`src/rtl/core/cdad_pkg.sv`:
```
// ----------------------------------------------------------------------------
// cdad_pkg: shared types and constants for the date advance core
// field widths, error codes, queue word layout, back-end states, calendar helpers
// ----------------------------------------------------------------------------
package cdad_pkg;

   localparam int YEAR_W = 14;
   localparam int MONTH_W = 4;
   localparam int DAY_W = 5;
   localparam int INC_W = 16;
   localparam int ERR_W = 2;
   localparam int CENT_W = 8;
   localparam int YY_W = 7;

   localparam logic [YEAR_W-1:0] YEAR_MAX = 14'd9999;
   localparam logic [MONTH_W-1:0] MONTH_JAN = 4'd1;
   localparam logic [MONTH_W-1:0] MONTH_FEB = 4'd2;
   localparam logic [MONTH_W-1:0] MONTH_APR = 4'd4;
   localparam logic [MONTH_W-1:0] MONTH_JUN = 4'd6;
   localparam logic [MONTH_W-1:0] MONTH_SEP = 4'd9;
   localparam logic [MONTH_W-1:0] MONTH_NOV = 4'd11;
   localparam logic [MONTH_W-1:0] MONTH_DEC = 4'd12;
   localparam logic [YY_W-1:0] YY_LAST = 7'd99;

   localparam logic [ERR_W-1:0] ERR_OK = 2'd0;
   localparam logic [ERR_W-1:0] ERR_BAD_DATE = 2'd1;
   localparam logic [ERR_W-1:0] ERR_OVERFLOW = 2'd2;

   // one classified word as it travels from front to back
   typedef struct packed {
      logic [YEAR_W-1:0] year;
      logic [CENT_W-1:0] cent;
      logic [YY_W-1:0] yy;
      logic [MONTH_W-1:0] month;
      logic [DAY_W-1:0] day;
      logic [INC_W-1:0] left;
      logic bad;
   } item_type;

   typedef enum logic [1:0] {
      BK_IDLE,
      BK_WALK,
      BK_FLUSH
   } back_state_type;

   // year mod 4 equals year-in-century mod 4, since 100 is a multiple of 4
   function automatic logic is_leap(input logic [1:0] year_lo, input logic [YY_W-1:0] yy,
                                    input logic [1:0] cent_lo);
      return (year_lo == 2'd0) && ((yy != '0) || (cent_lo == 2'd0));
   endfunction

   function automatic logic [DAY_W-1:0] month_length(input logic leap,
                                                     input logic [MONTH_W-1:0] month);
      logic [DAY_W-1:0] len;
      if (month == MONTH_FEB) begin
         len = leap ? 5'd29 : 5'd28;
      end else if (month == MONTH_APR || month == MONTH_JUN || month == MONTH_SEP ||
                   month == MONTH_NOV) begin
         len = 5'd30;
      end else begin
         len = 5'd31;
      end
      return len;
   endfunction

endpackage

```
`src/rtl/core/cdad_front.sv`:
```
// ----------------------------------------------------------------------------
// cdad_front: input capture and date classification
// splits the year into century and year-in-century, checks the start date
// ----------------------------------------------------------------------------
module cdad_front #(
   parameter int unsigned INCREMENT_BITS = 16
) (
   input  logic clock,
   input  logic reset,
   input  logic req_valid,
   output logic req_stall,
   input  logic [cdad_pkg::YEAR_W-1:0] req_start_year,
   input  logic [cdad_pkg::MONTH_W-1:0] req_start_month,
   input  logic [cdad_pkg::DAY_W-1:0] req_start_day,
   input  logic [cdad_pkg::INC_W-1:0] req_day_increment,
   output logic push,
   input  logic full,
   output cdad_pkg::item_type push_item
);
   import cdad_pkg::*;

   localparam int USE_BITS = (INCREMENT_BITS < INC_W) ? int'(INCREMENT_BITS) : INC_W;
   localparam logic [INC_W-1:0] INC_MASK = INC_W'((33'h1 << USE_BITS) - 33'h1);
   // floor(y / 100) == (y * 5243) >> 19 for every 14-bit year
   localparam int RECIP_W = 13;
   localparam logic [RECIP_W-1:0] RECIP_100 = 13'd5243;
   localparam int PROD_W = YEAR_W + RECIP_W;
   localparam int RECIP_SH = 19;

   logic a_valid_ff, a_valid_in;
   logic [YEAR_W-1:0] a_year_ff;
   logic [MONTH_W-1:0] a_month_ff;
   logic [DAY_W-1:0] a_day_ff;
   logic [INC_W-1:0] a_inc_ff;
   logic [PROD_W-1:0] a_prod_ff;
   logic take;

   logic [CENT_W-1:0] cent;
   logic [YEAR_W-1:0] cent_x100;
   logic [YY_W-1:0] yy;
   logic leap;
   logic [DAY_W-1:0] len;
   logic bad;

   assign push = a_valid_ff && !full;
   assign req_stall = a_valid_ff && !push;
   assign take = req_valid && !req_stall;
   assign a_valid_in = take ? 1'b1 : (push ? 1'b0 : a_valid_ff);

   always_ff @(posedge clock) begin
      if (reset) begin
         a_valid_ff <= 1'b0;
      end else begin
         a_valid_ff <= a_valid_in;
      end
   end

   always_ff @(posedge clock) begin
      if (take) begin
         a_year_ff <= req_start_year;
         a_month_ff <= req_start_month;
         a_day_ff <= req_start_day;
         a_inc_ff <= req_day_increment & INC_MASK;
         a_prod_ff <= PROD_W'(req_start_year) * PROD_W'(RECIP_100);
      end
   end

   always_comb begin
      cent = a_prod_ff[RECIP_SH +: CENT_W];
      cent_x100 = YEAR_W'({cent, 6'd0}) + YEAR_W'({cent, 5'd0}) + YEAR_W'({cent, 2'd0});
      yy = YY_W'(a_year_ff - cent_x100);
      leap = is_leap(a_year_ff[1:0], yy, cent[1:0]);
      len = month_length(leap, a_month_ff);
      bad = (a_year_ff == '0) || (a_year_ff > YEAR_MAX) ||
            (a_month_ff == '0) || (a_month_ff > MONTH_DEC) ||
            (a_day_ff == '0) || (a_day_ff > len);
   end

   // whole 400-year cycles (146097 days) never fit in the increment field
   always_comb begin
      push_item.year = a_year_ff;
      push_item.cent = cent;
      push_item.yy = yy;
      push_item.month = a_month_ff;
      push_item.day = a_day_ff;
      push_item.left = bad ? '0 : a_inc_ff;
      push_item.bad = bad;
   end

endmodule

```
`src/rtl/core/cdad_queue.sv`:
```
// ----------------------------------------------------------------------------
// cdad_queue: two-entry queue between front and back
// lets the front keep classifying while the back walks months
// ----------------------------------------------------------------------------
module cdad_queue (
   input  logic clock,
   input  logic reset,
   input  logic push,
   input  cdad_pkg::item_type push_item,
   output logic full,
   input  logic pop,
   output logic not_empty,
   output cdad_pkg::item_type pop_item
);
   import cdad_pkg::*;

   item_type slot_ff [2];
   logic wr_ptr_ff, wr_ptr_in;
   logic rd_ptr_ff, rd_ptr_in;
   logic [1:0] count_ff, count_in;

   assign full = (count_ff == 2'd2);
   assign not_empty = (count_ff != 2'd0);
   assign pop_item = slot_ff[rd_ptr_ff];

   always_comb begin
      wr_ptr_in = push ? !wr_ptr_ff : wr_ptr_ff;
      rd_ptr_in = pop ? !rd_ptr_ff : rd_ptr_ff;
      count_in = count_ff + 2'(push) - 2'(pop);
   end

   always_ff @(posedge clock) begin
      if (reset) begin
         wr_ptr_ff <= 1'b0;
         rd_ptr_ff <= 1'b0;
         count_ff <= 2'd0;
      end else begin
         wr_ptr_ff <= wr_ptr_in;
         rd_ptr_ff <= rd_ptr_in;
         count_ff <= count_in;
      end
   end

   always_ff @(posedge clock) begin
      if (push) begin
         slot_ff[wr_ptr_ff] <= push_item;
      end
   end

endmodule

```
`src/rtl/core/cdad_back.sv`:
```
// ----------------------------------------------------------------------------
// cdad_back: month walker and result register
// steps one month per cycle, then hands the date to the output register
// ----------------------------------------------------------------------------
module cdad_back (
   input  logic clock,
   input  logic reset,
   input  logic not_empty,
   input  cdad_pkg::item_type pop_item,
   output logic pop,
   output logic rsp_valid,
   input  logic rsp_stall,
   output logic [cdad_pkg::YEAR_W-1:0] rsp_result_year,
   output logic [cdad_pkg::MONTH_W-1:0] rsp_result_month,
   output logic [cdad_pkg::DAY_W-1:0] rsp_result_day,
   output logic [cdad_pkg::ERR_W-1:0] rsp_error_code
);
   import cdad_pkg::*;

   back_state_type state_ff, state_in;

   logic [YEAR_W-1:0] year_ff;
   logic [CENT_W-1:0] cent_ff;
   logic [YY_W-1:0] yy_ff;
   logic [MONTH_W-1:0] month_ff;
   logic [DAY_W-1:0] day_ff;
   logic [INC_W-1:0] left_ff;
   logic bad_ff;

   logic out_valid_ff, out_valid_in;
   logic [YEAR_W-1:0] out_year_ff;
   logic [MONTH_W-1:0] out_month_ff;
   logic [DAY_W-1:0] out_day_ff;
   logic [ERR_W-1:0] out_err_ff;

   logic load, step, out_load, out_free;
   logic leap, fits;
   logic [DAY_W-1:0] len;
   logic [INC_W:0] sum;
   logic [DAY_W:0] skip;

   assign out_free = !out_valid_ff || !rsp_stall;

   always_comb begin
      state_in = state_ff;
      unique case (state_ff)
         BK_IDLE: begin
            if (not_empty) begin
               state_in = BK_WALK;
            end
         end
         BK_WALK: begin
            if (left_ff == '0) begin
               state_in = BK_FLUSH;
            end
         end
         BK_FLUSH: begin
            if (out_free) begin
               state_in = BK_IDLE;
            end
         end
         default: state_in = BK_IDLE;
      endcase
   end

   always_comb begin
      load = 1'b0;
      step = 1'b0;
      out_load = 1'b0;
      unique case (state_ff)
         BK_IDLE: load = not_empty;
         BK_WALK: step = (left_ff != '0);
         BK_FLUSH: out_load = out_free;
         default: ;
      endcase
   end

   assign pop = load;

   always_comb begin
      leap = is_leap(year_ff[1:0], yy_ff, cent_ff[1:0]);
      len = month_length(leap, month_ff);
      sum = (INC_W+1)'(day_ff) + (INC_W+1)'(left_ff);
      fits = (sum <= (INC_W+1)'(len));
      skip = (DAY_W+1)'(len) - (DAY_W+1)'(day_ff) + 6'd1;
   end

   always_ff @(posedge clock) begin
      if (reset) begin
         state_ff <= BK_IDLE;
      end else begin
         state_ff <= state_in;
      end
   end

   always_ff @(posedge clock) begin
      if (load) begin
         year_ff <= pop_item.year;
         cent_ff <= pop_item.cent;
         yy_ff <= pop_item.yy;
         month_ff <= pop_item.month;
         day_ff <= pop_item.day;
         left_ff <= pop_item.left;
         bad_ff <= pop_item.bad;
      end else if (step) begin
         if (fits) begin
            day_ff <= sum[DAY_W-1:0];
            left_ff <= '0;
         end else begin
            day_ff <= 5'd1;
            left_ff <= left_ff - INC_W'(skip);
            if (month_ff == MONTH_DEC) begin
               month_ff <= MONTH_JAN;
               year_ff <= year_ff + 14'd1;
               if (yy_ff == YY_LAST) begin
                  yy_ff <= '0;
                  cent_ff <= cent_ff + 8'd1;
               end else begin
                  yy_ff <= yy_ff + 7'd1;
               end
            end else begin
               month_ff <= month_ff + 4'd1;
            end
         end
      end
   end

   assign out_valid_in = out_load ? 1'b1 : ((out_valid_ff && rsp_stall) ? 1'b1 : 1'b0);

   always_ff @(posedge clock) begin
      if (reset) begin
         out_valid_ff <= 1'b0;
      end else begin
         out_valid_ff <= out_valid_in;
      end
   end

   always_ff @(posedge clock) begin
      if (out_load) begin
         if (bad_ff) begin
            out_year_ff <= '0;
            out_month_ff <= '0;
            out_day_ff <= '0;
            out_err_ff <= ERR_BAD_DATE;
         end else begin
            out_year_ff <= year_ff;
            out_month_ff <= month_ff;
            out_day_ff <= day_ff;
            out_err_ff <= (year_ff > YEAR_MAX) ? ERR_OVERFLOW : ERR_OK;
         end
      end
   end

   assign rsp_valid = out_valid_ff;
   assign rsp_result_year = out_year_ff;
   assign rsp_result_month = out_month_ff;
   assign rsp_result_day = out_day_ff;
   assign rsp_error_code = out_err_ff;

endmodule

```
`src/rtl/core/calendar_date_add_days_core.sv`:
```
// ----------------------------------------------------------------------------
// calendar_date_add_days_core: gregorian date plus a day count
// front classifies the start date, back walks it forward one month per cycle
// ----------------------------------------------------------------------------
//
//   channel  direction  handshake            word
//   req_     in         req_valid/req_stall  start year, month, day, increment
//   rsp_     out        rsp_valid/rsp_stall  result year, month, day, error code
//
// a word passes the front register, the queue, the month walker in the back end,
//   which steps one month per cycle, and the output register on its way to rsp_valid
// the front can hold one word and the queue two more while the back walks
// reset is synchronous and clears only control state; no clearing pass
// rsp_stall holds the result register, which backs up into the queue
// ----------------------------------------------------------------------------
module calendar_date_add_days_core #(
   parameter int unsigned INCREMENT_BITS = 16
) (
   input  logic clock,
   input  logic reset,
   input  logic req_valid,
   output logic req_stall,
   input  logic [cdad_pkg::YEAR_W-1:0] req_start_year,
   input  logic [cdad_pkg::MONTH_W-1:0] req_start_month,
   input  logic [cdad_pkg::DAY_W-1:0] req_start_day,
   input  logic [cdad_pkg::INC_W-1:0] req_day_increment,
   output logic rsp_valid,
   input  logic rsp_stall,
   output logic [cdad_pkg::YEAR_W-1:0] rsp_result_year,
   output logic [cdad_pkg::MONTH_W-1:0] rsp_result_month,
   output logic [cdad_pkg::DAY_W-1:0] rsp_result_day,
   output logic [cdad_pkg::ERR_W-1:0] rsp_error_code
);
   import cdad_pkg::*;

   // front to queue
   logic push, full;
   item_type push_item;
   // queue to back
   logic pop, not_empty;
   item_type pop_item;

   // capture, century split, validity check
   cdad_front #(
      .INCREMENT_BITS(INCREMENT_BITS)
   ) u_front (
      .clock(clock),
      .reset(reset),
      .req_valid(req_valid),
      .req_stall(req_stall),
      .req_start_year(req_start_year),
      .req_start_month(req_start_month),
      .req_start_day(req_start_day),
      .req_day_increment(req_day_increment),
      .push(push),
      .full(full),
      .push_item(push_item)
   );

   // decoupling queue
   cdad_queue u_queue (
      .clock(clock),
      .reset(reset),
      .push(push),
      .push_item(push_item),
      .full(full),
      .pop(pop),
      .not_empty(not_empty),
      .pop_item(pop_item)
   );

   // month walker and output register
   cdad_back u_back (
      .clock(clock),
      .reset(reset),
      .not_empty(not_empty),
      .pop_item(pop_item),
      .pop(pop),
      .rsp_valid(rsp_valid),
      .rsp_stall(rsp_stall),
      .rsp_result_year(rsp_result_year),
      .rsp_result_month(rsp_result_month),
      .rsp_result_day(rsp_result_day),
      .rsp_error_code(rsp_error_code)
   );

   // a bad start date reports all-zero date fields
   a_bad_zero: assert property (@(posedge clock) disable iff (reset)
      (rsp_valid && rsp_error_code == ERR_BAD_DATE) |->
         (rsp_result_year == '0 && rsp_result_month == '0 && rsp_result_day == '0))
      else $error("bad-date word carries nonzero date");

   // a clean result is a real calendar position
   a_ok_range: assert property (@(posedge clock) disable iff (reset)
      (rsp_valid && rsp_error_code == ERR_OK) |->
         (rsp_result_month != '0 && rsp_result_month <= MONTH_DEC &&
          rsp_result_day != '0 && rsp_result_year != '0 && rsp_result_year <= YEAR_MAX))
      else $error("ok word out of calendar range");

   // overflow is flagged only for years past the limit
   a_ovf_year: assert property (@(posedge clock) disable iff (reset)
      (rsp_valid && rsp_error_code == ERR_OVERFLOW) |-> (rsp_result_year > YEAR_MAX))
      else $error("overflow flagged on an in-range year");

endmodule

```
`config.mk`:
```
export PLATFORM = sky130hd
export DESIGN_NAME = calendar_date_add_days_core
export DESIGN_NICKNAME = d
export VERILOG_FILES = /design/src/rtl/core/cdad_pkg.sv /design/src/rtl/core/cdad_front.sv /design/src/rtl/core/cdad_queue.sv /design/src/rtl/core/cdad_back.sv /design/src/rtl/core/calendar_date_add_days_core.sv
export SDC_FILE = /design/constraint.sdc
export NUM_CORES = 1
export LEC_CHECK = 0
export ABC_AREA = 1
export BUFFER_PORTS_ARGS = -buffer_cell sky130_fd_sc_hd__buf_4
export CORE_UTILIZATION = 55
export CTS_CLUSTER_SIZE = 25
export DETAILED_ROUTE_END_ITERATION = 6
export PLACE_DENSITY = 0.76
export SYNTH_ARGS = -nofsm -noshare
export SYNTH_HDL_FRONTEND = slang
export SYNTH_SLANG_ARGS = --single-unit
export TNS_END_PERCENT = 100
```
`constraint.sdc`:
```
create_clock -name clock -period 3.8 [get_ports clock]
set_input_delay 0.38 -clock clock [delete_from_list [all_inputs] [get_ports clock]]
set_output_delay 0.38 -clock clock [all_outputs]
set_load 0.01 [all_outputs]
```
### Word-level counts from Yosys, hierarchy flattened

Memory sizes are Yosys's and may differ from the RTL's. A register that Yosys moved wholly into a read port is not among the register bits.
Index checks and enable logic that the tools add are counted.

* register bits after elaboration: 154
* RAM bits: 110
* bits of input ports: 43
* memories kept: 1

Memory list
* u_queue.slot_ff: words 2, bits a word 55, read ports 1, clocked after Yosys merged registers in 1, write ports 1, line cdad_queue.sv:17 `item_type slot_ff [2];`

* $add $sub $neg: 13
* multiply operators: 1
* order comparisons: 5
* eq/ne operators: 19
* mux-type cells: 47
* reductions and logical operators: 48

Operators by type and width (count)
* $mux W16: 4
* $mux W14: 4
* $mux W8: 5
* $mux W7: 5
* $gt A14 B14 Y1 const B: 2
* $mul A14 B13 Y27 const B: 1
* $mux W5: 5
* $eq A4 B4 Y1 const B: 5
* $add A5 B16 Y17: 1
* $le A17 B5 Y1: 1
* $eq A4 B3 Y1 const B: 4
* $logic_not A16 Y1: 1
* $mux W4: 4
* $reduce_bool A16 Y1: 1
* $sub A16 B6 Y16: 1
* $mux W1: 15
* $add A14 B1 Y14 const B: 1
* $add A7 B7 Y7: 2
* $logic_not A14 Y1: 1
* $logic_or A1 B1 Y1: 14
* $reduce_bool A7 Y1: 2
* $logic_not A2 Y1: 5
* $reduce_bool A2 Y1: 5
* $add A8 B1 Y8 const B: 1
* other kinds (24): 43

### Depth between registers and ports, before layout

Gate-level depths: netlist (run 1).

* depth in word-level cells: 12
* mapped depth: 22

### Hierarchy

Synthesis (run 1) repeated with hierarchy kept, for this count alone.

* cells, all modules: 1481
* area total of the unflattened synthesis: 15606.2 µm²

Modules (own cells, without submodules)
* cdad_front: instances 1, cells an instance 645, area an instance 5982.0 µm², seq. area each 1431.4 µm²
* cdad_back: instances 1, cells an instance 634, area an instance 5178.7 µm², seq. area each 2282.2 µm²
* cdad_queue: instances 1, cells an instance 202, area an instance 4445.5 µm², seq. area each 3403.3 µm²

### Worst setup path after synthesis (run 1)

OpenSTA, ideal clock, no wires.

* kind: input port to flip-flop
* from: input req_start_year[11] in the netlist's numbering
* to: register u_front.a_prod_ff[22] (data pin)
* arrival: 3.856 ns
* required time: 3.542 ns
* path slack: -0.314 ns
* stages on the path: 15
* buffers on the path: 0
* cells stage by stage: fa_1 -> ha_1 -> fa_1 -> inv_1 -> fa_1 -> fa_1 -> inv_1 -> ha_1 -> nand2_1 -> nor2_1 -> nor3b_1 -> nand4_1 -> nand3_1 -> a21oi_1 -> xnor2_1

* cells in the longest elaborated chain, start to end: 1

RTL lines
* start: declaration: line calendar_date_add_days_core.sv:23 `input logic [cdad_pkg::YEAR_W-1:0] req_start_year,`
* $mul A14 B13 Y27: line cdad_front.sv:64 `a_prod_ff <= PROD_W'(req_start_year) * PROD_W'(RECIP_100);`
* end signal: assignment: line cdad_front.sv:64
* end: declaration: line cdad_front.sv:35 `logic [PROD_W-1:0] a_prod_ff;`

No other way between the ends.
A chain may end at the register's enable or synchronous reset.

### Worst setup path in the final report (run 1)

* from: register u_back.month_ff[0]
* to: register u_back.left_ff[9] (data pin)

* cells in the longest elaborated chain, start to end: 12
* elaborated cells between the ends (all ways): 17
* classes of those cells: add/sub (3); order compare (1); eq/ne (5); mux (5); reduce/logical (3)

RTL lines
* start: declaration: line cdad_back.sv:25 `logic [MONTH_W-1:0] month_ff;`
* start signal: assignment: line cdad_back.sv:101 `month_ff <= pop_item.month;`
* start signal: assignment: line cdad_back.sv:122 `month_ff <= month_ff + 4'd1;`
* $eq A4 B3 Y1: line cdad_pkg.sv:57 `end else if (month == MONTH_APR || month == MONTH_JUN || month == MONTH_SEP ||`
* $logic_or A1 B1 Y1 (3 in a row): line cdad_pkg.sv:57
* $mux W1: line cdad_pkg.sv:57
* $mux W5 *: line cdad_pkg.sv:55 `if (month == MONTH_FEB) begin`
* $sub A5 B5 Y6: line cdad_back.sv:85 `skip = (DAY_W+1)'(len) - (DAY_W+1)'(day_ff) + 6'd1;`
* $add A6 B1 Y6: line cdad_back.sv:85
* $sub A16 B6 Y16: line cdad_back.sv:111 `left_ff <= left_ff - INC_W'(skip);`
* $mux W16 *: line cdad_back.sv:106 `if (fits) begin`
* $mux W16 *: line cdad_back.sv:105 `end else if (step) begin`
* $mux W16 *: line cdad_back.sv:97 `if (load) begin`
* end signal: assignment: line cdad_back.sv:103 `left_ff <= pop_item.left;`
* end signal: assignment: line cdad_back.sv:111
* end: declaration: line cdad_back.sv:27 `logic [INC_W-1:0] left_ff;`

Mark *: on every way between the ends. The rest lies on a longest branch, timed or not. The select of a mux whose other input is x is not followed.

==> results of run 1 <==
stage by stage:
step                      TNS (ns)   util  worst slack (ns)  cells
final                      -0.0309  0.671           -0.0309   1896
after global routing         -1.65  0.671            -0.208   1896
after CTS                        0  0.662            0.0104   1892
after detailed placement     -3.60  0.632            -0.450   1850
after global placement       -2.53  0.632            -0.378   1850
after floorplan             -0.199      -           -0.0977   1398
sequential cells by signal, summed over array words and instances (netlist names), 5 cells and up, named ones only:
| name | cells |
|---|---|
| u_back.year_ff | 14 |
| u_back.left_ff | 16 |
| u_back.yy_ff | 7 |
| u_back.rsp_result_day | 5 |
| u_front.a_inc_ff | 16 |
| u_back.rsp_result_year | 14 |
| u_front.a_year_ff | 13 |
| u_back.day_ff | 5 |
| u_front.a_day_ff | 5 |
| u_front.a_prod_ff | 6 |
| u_queue.slot_ff | 94 |
cells in the mapped netlist, types with 2 or more instances:
| master | number |
|---|---|
| nand4_1 | 23 |
| buf_1 | 5 |
| a211oi_1 | 2 |
| fa_1 | 65 |
| o211ai_1 | 4 |
| clkbuf_1 | 19 |
| a21oi_1 | 41 |
| nor3_1 | 11 |
| buf_2 | 2 |
| o2111ai_1 | 2 |
| nand3b_1 | 9 |
| nor4_1 | 6 |
| o21ai_0 | 35 |
| nand3_1 | 48 |
| and2_1 | 2 |
| inv_1 | 275 |
| xor2_1 | 37 |
| a21boi_0 | 2 |
| a21o_1 | 8 |
| ha_1 | 126 |
| xnor2_1 | 11 |
| edfxtp_1 | 212 |
| dfxtp_1 | 9 |
| nor2_1 | 124 |
| o21bai_1 | 3 |
| a22oi_1 | 2 |
| a31oi_1 | 6 |
| nor2_4 | 2 |
| or2_2 | 7 |
| nor3b_1 | 2 |
| o31ai_1 | 4 |
| nand2_1 | 283 |
| o32ai_1 | 3 |
worst reg2reg max path, stage by stage, from the launching register on:
cell and delay (ns):
edfxtp_1 0.46, inv_2 0.14, ha_2 0.20, inv_1 0.06, nor2_4 0.15, ha_1 0.24, inv_1 0.10, ha_4 0.14
inv_1 0.04, fa_2 0.34, o21ai_1 0.13, a21oi_1 0.08, xor2_1 0.23, ha_1 0.31, buf_4 0.16, a211oi_2 0.21
buf_4 0.16, nand2_2 0.07, o21ai_2 0.13, nand2_1 0.08, nand3b_1 0.17, nand2_1 0.10
power by group:
part           switching [mW]  internal [mW]
clock network           0.894           1.11
logic                    4.96           3.77
registers               0.440           3.67
total                    6.30           8.56
how the worst min path moves through the flow:
stage / slack, ns / depth (start not counted) / start / endpoint
finish: 0.03 / 1 / req_day_increment[10] / u_front.a_inc_ff[10]
global route: 0.01 / 1 / req_day_increment[3] / u_front.a_inc_ff[3]
CTS: 0.01 / 1 / req_day_increment[10] / u_front.a_inc_ff[10]
detailed placement: 0.45 / 1 / u_queue.rd_ptr_ff / u_queue.rd_ptr_ff
global placement: 0.44 / 1 / u_queue.rd_ptr_ff / u_queue.rd_ptr_ff
floorplan: 0.43 / 1 / u_queue.rd_ptr_ff / flip-flop
metal layers:
layer,GRT usage,part of all wire
met4,0.0527,0.017
met5,0,0
met3,0.0276,0.053
met2,0.387,0.48
met1,0.318,0.45
cell families after synthesis:
| logic type | after synthesis | share of synthesized area |
|---|---|---|
| flip-flops | 221 | 0.472 |
| XOR/XNOR | 48 | 0.0303 |
| AND/OR/NAND/NOR | 520 | 0.158 |
| AO/OA/AOI/OAI | 115 | 0.0487 |
| adder cells (fa/ha/maj) | 191 | 0.208 |
| buffers and inverters | 303 | 0.0830 |
cell type report:
| type | instances | area [sq um] | area share |
|---|---|---|---|
| Multi-Input combinational cell | 874 | 6580 | 0.399 |
| Sequential cell | 221 | 6550 | 0.398 |
| Timing Repair Buffer | 163 | 1230 | 0.0750 |
| Inverter | 275 | 1040 | 0.0631 |
| Clock buffer | 27 | 591 | 0.0359 |
| Tap cell | 324 | 405 | 0.0246 |
| Clock inverter | 12 | 73.8 | 0.00448 |
repair_timing:
| item | in CTS | in global routing |
|---|---|---|
| buffers inserted | 3 | 4 |
| pin swaps | 6 | 27 |
| resized for setup | 12 | 46 |
| endpoints found under the setup margin | 11 | 17 |
==> out/qor.json, run 1 <==
{
  "die_h_um": 161,
  "timing.critical_path.mode_cell": "inv_1",
  "tightest_slew_ns": 1.16,
  "power.density_nw_per_um2": 902,
  "final_setup_violation_count": 1,
  "total_power_mw": 14.9,
  "cts.htree.levels": 1,
  "r2r-start": "u_back.month_ff[0]",
  "port_buffers": 69,
  "clockBufferDepth": 3,
  "max_stage_delay_ns": 0.46,
  "start_util": 0.565,
  "cts-root-buf": "clkbuf_16",
  "first_pass_grt_wire_length_um": 47600,
  "grt_pass1_vias": 9780,
  "critical_path_class": "flip-flop to flip-flop",
  "hpwl_um": 22200,
  "detail_routed_via_count_per_cell": 5.19,
  "async_reset_ff_frac": 0,
  "fillCellCount": 1852,
  "violations": "negative setup slack",
  "timing.final.hold_violations": 0,
  "yosys.cell_types.count": 41,
  "vdd_drop_max_v": 0.000526,
  "syn_avg_cell_area_sq_um": 9.92,
  "design_area_sq_um": 16500,
  "clock_sink_count": 221,
  "worst_ep_required_time_ns": 4.19,
  "timing_max_transition_violations_final": 0,
  "reg2reg_to": "u_back.left_ff[9]",
  "synth_area_sq_um": 13900,
  "ys.warnings.count": 0,
  "synth.top_cells.by_area": "edfxtp_1 46%, ha_1 11%, fa_1 9.4%",
  "synthesized_flop_and_latch_total": 221,
  "crit_path_start": "u_back.month_ff[0]",
  "critical_path.startpoint_type": "flip-flop",
  "placed_area_sq_um": 15500,
  "period_needed_ns": 3.83,
  "grt_max_degree": 59,
  "layout-drive-gt1-share": 0.179,
  "worstRegToRegCells": 21,
  "r2r_setup_slack_ns": -0.03,
  "relSlewSlack": 0.227,
  "postSynth.topFlopCell": "edfxtp_1",
  "post_drt_wl_per_cell_um": 15.4,
  "crit_fanout": 4,
  "grt-ovfl-total": 0,
  "post-synth-top-area-fraction": 0.459,
  "timing.clock.skew_ns": 0.0260,
  "max_freq_mhz": 261,
  "postCtsHoldBufs": 0,
  "drv_cap": 0,
  "postLayoutSetupSlackWorst_ns": -0.0309,
  "ant_nets": 0,
  "run_status": "finished, violations left",
  "die_w_um": 161,
  "total_leakage_power_nw": 7.55,
  "antenna_found_initial": 0,
  "worst_ep_arrival_time_ns": 4.22,
  "die_area_sq_um": 25800,
  "worstSetupEndpointType": "flip-flop",
  "timing.critical_path.cells": "inv_2 > ha_2 > inv_1 > nor2_4 > ha_1 > inv_1 > ha_4 > inv_1 > fa_2 > o21ai_1 > a21oi_1 > xor2_1 > ha_1 > buf_4 > a211oi_2 > buf_4 > nand2_2 > o21ai_2 > nand2_1 > nand3b_1 > nand2_1",
  "seq_area_frac_synth": 0.472,
  "timing.critical_path.buf_inv": 6,
  "clk_transition_reported_paths_ns": 0.06,
  "final_worst_hold_slack_ns": 0.0306,
  "syn_to_final_growth_pct": 18.8,
  "synth_nets": 1632,
  "rows": 57,
  "dr.pass1.iters": 5,
  "floorplan.io_pins": 70,
  "synthDominantAreaCellType": "edfxtp_1",
  "cp_num_cells": 21,
  "antenna_cells": 0,
  "netlist_instances": 1398,
  "grtUsageTotal": 0.229,
  "detail_route.iter0.violations": 693,
  "period_utilisation_layout": 1.01,
  "floorplan.core_area_sq_um": 24500,
  "cts-buffers-inserted": 23,
  "final_common_cell": "nand2_1",
  "worst_skew_pair.late_latency_ns": 0.52,
  "crit_path_top_delay_cell": "edfxtp_1",
  "layout.cells.most_common_list": "277 x nand2_1, 261 x inv_1, 212 x edfxtp_1, 160 x buf_4, 114 x nor2_1",
  "num_vias": 9831,
  "wirelength_um": 29200,
  "tritoncts": "built",
  "layout.nets": 1792,
  "crit_end": "u_back.left_ff[9]",
  "path_delay_family": "adder cells",
  "min_path_type": "primary input to flip-flop",
  "gp_congestion": 0.907,
  "rsz0062_at_grt": "yes",
  "drc_errors": 0,
  "synth-edff-count": 212
}
Power figures use the tool's default switching activity.
==> run 2: changes to the inputs <==
Settings changed: CORE_MARGIN set to 3.
==> run 2 against run 1 <==
Effect of this change: the flow now finishes without violations; fmax grew 1.1%; die area grew 5.0%; clock-buffer cell count is 2 higher; power rose by 0.42%; largest cell class unchanged; flip-flop and latch count stayed put; clock skew fell by 0.010 ns; sequential share of layout area shrank 0.13 points; critical path depth stayed put; sequential power about the same; clock power up 2%.
==> out/qor.json, run 2 (synthesis results as in run 1) <==
{
  "worst_ep_required_time_ns": 4.07,
  "cts-buffers-inserted": 24,
  "layout-drive-gt1-share": 0.184,
  "tritoncts": "built",
  "timing_max_transition_violations_final": 0,
  "die_area_sq_um": 27100,
  "clk_transition_reported_paths_ns": 0.06,
  "critical_path_class": "flip-flop to flip-flop",
  "post_drt_wl_per_cell_um": 15.1,
  "die_w_um": 165,
  "antenna_found_initial": 0,
  "start_util": 0.565,
  "worst_skew_pair.late_latency_ns": 0.51,
  "layout.nets": 1793,
  "finalSetupTns_ns": 0,
  "wirelength_um": 28600,
  "final_setup_violation_count": 0,
  "clock_sink_count": 221,
  "r2r-start": "u_back.month_ff[1]",
  "reg_top3": "u_queue.slot_ff (94), u_back.left_ff (16), u_front.a_inc_ff (16)",
  "period_needed_ns": 3.79,
  "min_path_type": "primary input to flip-flop",
  "first_pass_grt_wire_length_um": 46000,
  "antenna_cells": 0,
  "gp_congestion": 0.907,
  "layout.cells.most_common_list": "274 x nand2_1, 259 x inv_1, 212 x edfxtp_1, 158 x buf_4, 114 x nor2_1",
  "timing.final.hold_violations": 0,
  "grt_pass1_vias": 9441,
  "cts-root-buf": "clkbuf_16",
  "port_buffers": 69,
  "crit_fanout": 4,
  "grt_max_degree": 59,
  "period_utilisation_layout": 0.997,
  "run_status": "finished clean",
  "worstSetupEndpointType": "flip-flop",
  "total_power_mw": 14.9,
  "relSlewSlack": 0.249,
  "power.density_nw_per_um2": 903,
  "floorplan.io_pins": 70,
  "drv_cap": 0,
  "biggest_register": "u_queue.slot_ff",
  "grtUsageTotal": 0.212,
  "grt-ovfl-total": 0,
  "num_vias": 9719,
  "drc_errors": 0,
  "crit_path_start": "u_back.month_ff[1]",
  "floorplan.core_area_sq_um": 24500,
  "cts.htree.levels": 1,
  "final_common_cell": "nand2_1",
  "die_h_um": 165,
  "vdd_drop_max_v": 0.000550,
  "tightest_slew_ns": 1.13,
  "detail_route.iter0.violations": 631,
  "max_freq_mhz": 264,
  "holdCritStartpoint": "req_day_increment[12]",
  "total_leakage_power_nw": 7.57,
  "dr.pass1.iters": 5,
  "hpwl_um": 21800,
  "critical_path.startpoint_type": "flip-flop",
  "detail_routed_via_count_per_cell": 5.13,
  "ant_nets": 0,
  "worst_ep_arrival_time_ns": 4.06,
  "timing.clock.skew_ns": 0.0156,
  "largest_register_ff_count": 94,
  "syn_to_final_growth_pct": 19.2,
  "clockBufferDepth": 3,
  "rows": 57,
  "postCtsHoldBufs": 0,
  "rsz0062_at_grt": "yes"
}
## run 2: worst paths after layout
kind	to	slack, ns	cells past startpoint
max	u_back.left_ff[10]	0.01	21
min	u_front.a_inc_ff[12]	0.04	1
max reg2reg	u_back.left_ff[10]	0.01	21
min reg2reg	flip-flop	0.45	1
## run 2: timing repair
item	4_1_cts	5_1_grt
setup buffers	1	7
pin swaps	4	40
setup endpoints to repair	10	17
resized for setup	10	59
## run 2: routing by layer
metal / GRT usage / vias to the layer above / wire [um] / share of wire
met4: 0.0381 / 0 / 389 / 0.014
met3: 0.0266 / 32 / 1420 / 0.050
met5: 0 / - / 0 / 0
met1: 0.313 / 4579 / 13400 / 0.47
li1: - / 4875 / - / -
met2: 0.344 / 233 / 13300 / 0.47
## run 2: area by class of cell
cell class | instances | area [sq um]
Fill cell | 1854 | 8010
Clock inverter | 10 | 46.3
Timing Repair Buffer | 163 | 1240
Tap cell | 324 | 405
Clock buffer | 29 | 641
Multi-Input combinational cell | 874 | 6600
Inverter | 275 | 1040
Sequential cell | 221 | 6550
## run 2: metrics by stage
step / utilization / instance area (sq um) / hold WS (ns) / instances / setup WS [ns]
after global routing: 0.673 / 16500 / 0.0212 / 1896 / -0.182
after detailed placement: 0.632 / 15500 / 0.446 / 1850 / -0.438
after global placement: 0.632 / 15500 / 0.438 / 1850 / -0.374
after floorplan: - / 14000 / 0.430 / 1398 / -0.0977
final: 0.673 / 16500 / 0.0439 / 1896 / 0.00966
after CTS: 0.661 / 16200 / 0.0270 / 1890 / 0.0226
## run 2: where the power goes
group	switching, mW	internal, mW	leakage (nW)	total [mW]
Clock	0.868	1.18	0.338	2.05
Combinational	5.00	3.74	5.17	8.74
Sequential	0.454	3.67	2.07	4.12
Total	6.32	8.60	7.57	14.9
## run 2: critical path, stage by stage (launching register included)
cell and delay (ns):
edfxtp_1 0.48, ha_2 0.24, o21ai_1 0.14, nand2_1 0.08, a22oi_2 0.23, ha_2 0.23, ha_4 0.14, inv_2 0.04
fa_2 0.36, o21ai_2 0.16, a21oi_2 0.07, xor2_1 0.15, ha_1 0.34, nand2_1 0.08, inv_1 0.05, nand4_1 0.09
nand3_2 0.11, nor2_4 0.16, nand2_1 0.09, xor2_1 0.15, nand3b_1 0.12, nand2_1 0.05
==> run 3: changes to the inputs <==
Settings changed: ABC_AREA 1 to not set, SLEW_MARGIN set to 20.
==> run 3 against run 2 <==
Effect of this change: the flow now finishes with violations (negative setup slack); sequential power is 3% lower; non-clock buffer count up 9; wire length shrank 5.1%; final area down 2.0%; sequential share of layout area grew 0.82 points; critical endpoint is now u_back.left_ff[15]; via count shrank 12%; clock skew up 0.0034 ns; global-route usage fell by 0.065 points; synthesized area is 4.5% lower; combinational power fell by 16%.
==> out/qor.json, run 3 <==
{
  "synthesized_flop_and_latch_total": 221,
  "timing.critical_path.cells": "inv_2 > ha_1 > or4b_4 > o41ai_4 > nand2_1 > a21oi_2 > a21oi_2 > ha_2 > ha_4 > inv_2 > fa_2 > ha_4 > o21a_1 > o31a_1 > o41a_1 > nor4_4 > xnor2_2 > a221oi_2",
  "vdd_drop_max_v": 0.000567,
  "layout.cells.most_common_list": "212 x edfxtp_1, 173 x inv_1, 160 x buf_4, 103 x ha_1, 61 x fa_1",
  "biggest_register": "u_queue.slot_ff",
  "largest_register_ff_count": 94,
  "rows": 56,
  "placed_area_sq_um": 14900,
  "ys.warnings.count": 0,
  "reg2reg_to": "u_back.left_ff[15]",
  "finalSetupTns_ns": -4.67,
  "path_delay_family": "compound AO/OA/AOI/OAI gates",
  "clk_transition_reported_paths_ns": 0.06,
  "whs_path_depth": 1,
  "grtUsageTotal": 0.211,
  "synth_most_common_cell": "edfxtp_1",
  "run_status": "finished, violations left",
  "hpwl_um": 19900,
  "async_reset_ff_frac": 0,
  "reg_top3": "u_queue.slot_ff (94), u_back.left_ff (16), u_front.a_inc_ff (16)",
  "power.clock.fraction": 0.173,
  "worst_skew_pair.late_latency_ns": 0.50,
  "crit_fanout": 5,
  "power_switching_share": 0.385,
  "cts-buffers-inserted": 23,
  "ant_nets": 0,
  "timing_max_transition_violations_final": 0,
  "floorplan.io_pins": 70,
  "multi_input_comb_area_sq_um": 6350,
  "holdCritStartpoint": "req_day_increment[1]",
  "critical_path.startpoint_type": "flip-flop",
  "num_vias": 8518,
  "worstSetupEndpointType": "flip-flop",
  "die_h_um": 161,
  "tritoncts": "built",
  "detail_routed_via_count_per_cell": 5.40,
  "seq_area_frac_synth": 0.494,
  "final_setup_violation_count": 17,
  "dpl.cell_count": 1526,
  "design_area_sq_um": 16200,
  "yosys.cell_types.count": 58,
  "drv_cap": 0,
  "layout.nets": 1479,
  "synthTopCellsByCount": "212 x edfxtp_1, 187 x inv_1, 126 x ha_1",
  "rsz0062_at_grt": "yes",
  "min_path_type": "primary input to flip-flop",
  "first_pass_grt_wire_length_um": 43800,
  "final_cell_count_no_fill": 1578,
  "floorplan.core_area_sq_um": 23500,
  "r2r-start": "u_back.yy_ff[0]",
  "detail_route.iter0.violations": 456,
  "grt-ovfl-total": 0,
  "gp_congestion": 0.872,
  "synth-edff-count": 212,
  "syn_to_final_growth_pct": 22.3,
  "post-synth-top-area-fraction": 0.481,
  "net-switching-power_mw": 5.28,
  "die_area_sq_um": 26000,
  "dr.pass1.iters": 4,
  "power.density_nw_per_um2": 847,
  "netlist_instances": 1079,
  "timing.clock.skew_ns": 0.0190,
  "synthDominantAreaCellType": "edfxtp_1",
  "critical_path_class": "flip-flop to flip-flop",
  "timing.critical_path.buf_inv": 2,
  "layout-drive-gt1-share": 0.242,
  "fillCellCount": 1636,
  "grt_max_degree": 63,
  "antenna_cells": 0,
  "cts.htree.levels": 1,
  "start_util": 0.562,
  "cts-root-buf": "clkbuf_16",
  "max_stage_delay_ns": 0.47,
  "grt_pass1_vias": 8740,
  "whs_endpoint": "u_front.a_inc_ff[1]",
  "sequentialPowerShare": 0.293,
  "seqCellArea_sq_um": 6550,
  "drc_errors": 0,
  "worst_ep_required_time_ns": 4.12,
  "crit_path_top_delay_cell": "or4b_4",
  "worstRegToRegCells": 18,
  "timing.final.hold_violations": 0,
  "synth.top_cells.by_area": "edfxtp_1 48%, ha_1 12%, fa_1 9.8%",
  "final_common_cell": "edfxtp_1",
  "antenna_found_initial": 0,
  "period_needed_ns": 4.33,
  "port_buffers": 69,
  "cellInternalPower_mw": 8.44,
  "total_leakage_power_nw": 6.70,
  "max_freq_mhz": 231,
  "die_w_um": 161,
  "wirelength_um": 27100,
  "post_drt_wl_per_cell_um": 17.2,
  "clock_sink_count": 221,
  "violations": "negative setup slack",
  "period_utilisation_layout": 1.14,
  "postCtsHoldBufs": 0,
  "clockBufferDepth": 3,
  "r2r_setup_slack_ns": -0.53,
  "postSynth.topFlopCell": "edfxtp_1",
  "tightest_slew_ns": 0.868,
  "relSlewSlack": 0.414,
  "share_comb_of_total_power": 0.534,
  "synth_area_sq_um": 13200,
  "worst_ep_arrival_time_ns": 4.65,
  "synth_nets": 1313,
  "finalCoreUtilization": 0.688,
  "postLayoutSetupSlackWorst_ns": -0.535,
  "syn_avg_cell_area_sq_um": 12.3,
  "post-place-ws_ns": -0.858
}
[run 3: cell count changes in the layout (fill, tap and decap cells not counted), sizes merged, moves of 16 or more]
cell | before | now
nor2 | 127 | 57
inv | 272 | 187
nand3 | 49 | 18
nor2b | 0 | 38
xnor2 | 11 | 43
a211oi | 2 | 18
o21ai | 35 | 19
mux2i | 0 | 29
xor2 | 37 | 15
nand2 | 284 | 23
[run 3: worst max-delay path by stage]
stage	startpoint	endpoint	slack [ns]	depth (start not counted)
2_1_floorplan	u_back.yy_ff[0]	u_back.left_ff[9]	-0.40	18
3_3_place_gp	req_start_year[9]	u_front.a_prod_ff[23]	-0.76	18
3_5_place_dp	req_start_year[9]	u_front.a_prod_ff[23]	-0.86	18
4_1_cts	u_back.yy_ff[0]	u_back.left_ff[15]	-0.50	18
5_1_grt	u_back.yy_ff[0]	u_back.left_ff[15]	-0.83	22
6_report	u_back.yy_ff[0]	u_back.left_ff[15]	-0.53	18
[run 3: repair_timing]
action,in CTS,in global routing
gates cloned,0,0
pin swaps,50,24
buffers inserted,6,7
endpoints found under the setup margin,18,52
resized for setup,47,20
[run 3: logic make-up (layout without fill, tap and decap cells)]
group,Yosys count,after routing,share of synthesized area
AOI/OAI and AO/OA,141,141,0.0720
xor gates and xnor gates,58,58,0.0384
adders and majority gates,191,191,0.217
buffers and inverters,219,399,0.0628
DFF,221,221,0.494
muxes,34,34,0.0262
and+or+nand+nor,215,215,0.0888
[run 3: layer usage]
metal	track usage	share of wire	up-vias
li1	-	-	4097
met1	0.287	0.44	4123
met2	0.351	0.48	242
met3	0.0333	0.056	56
met4	0.0716	0.029	0
met5	0	0	-
[run 3: power by group through the flow]
| stage | Sequential (mW) | Combinational (mW) | Clock [mW] |
|---|---|---|---|
| floorplan | 3.89 | 4.50 | 0 |
| global placement | 4.03 | 6.12 | 0 |
| detailed placement | 4.04 | 6.30 | 0 |
| CTS | 4.01 | 6.95 | 2.42 |
| global route | 4.08 | 8.16 | 2.52 |
| finish | 4.01 | 7.33 | 2.38 |
[run 3: layout make-up]
cell class,count,area share
sequential,221,0.404
timing repair buffer,172,0.0849
inverter,188,0.0441
clock inverter,12,0.0129
clock buffer,27,0.0365
tap,319,0.0247
multi-input combinational,639,0.393
[run 3: per-stage QoR]
step	hold WS, ns	total power [mW]
final	0.0616	13.7
after global routing	0.0439	14.8
after CTS	0.0488	13.4
after detailed placement	0.465	10.3
after global placement	0.458	10.1
after floorplan	0.436	8.38
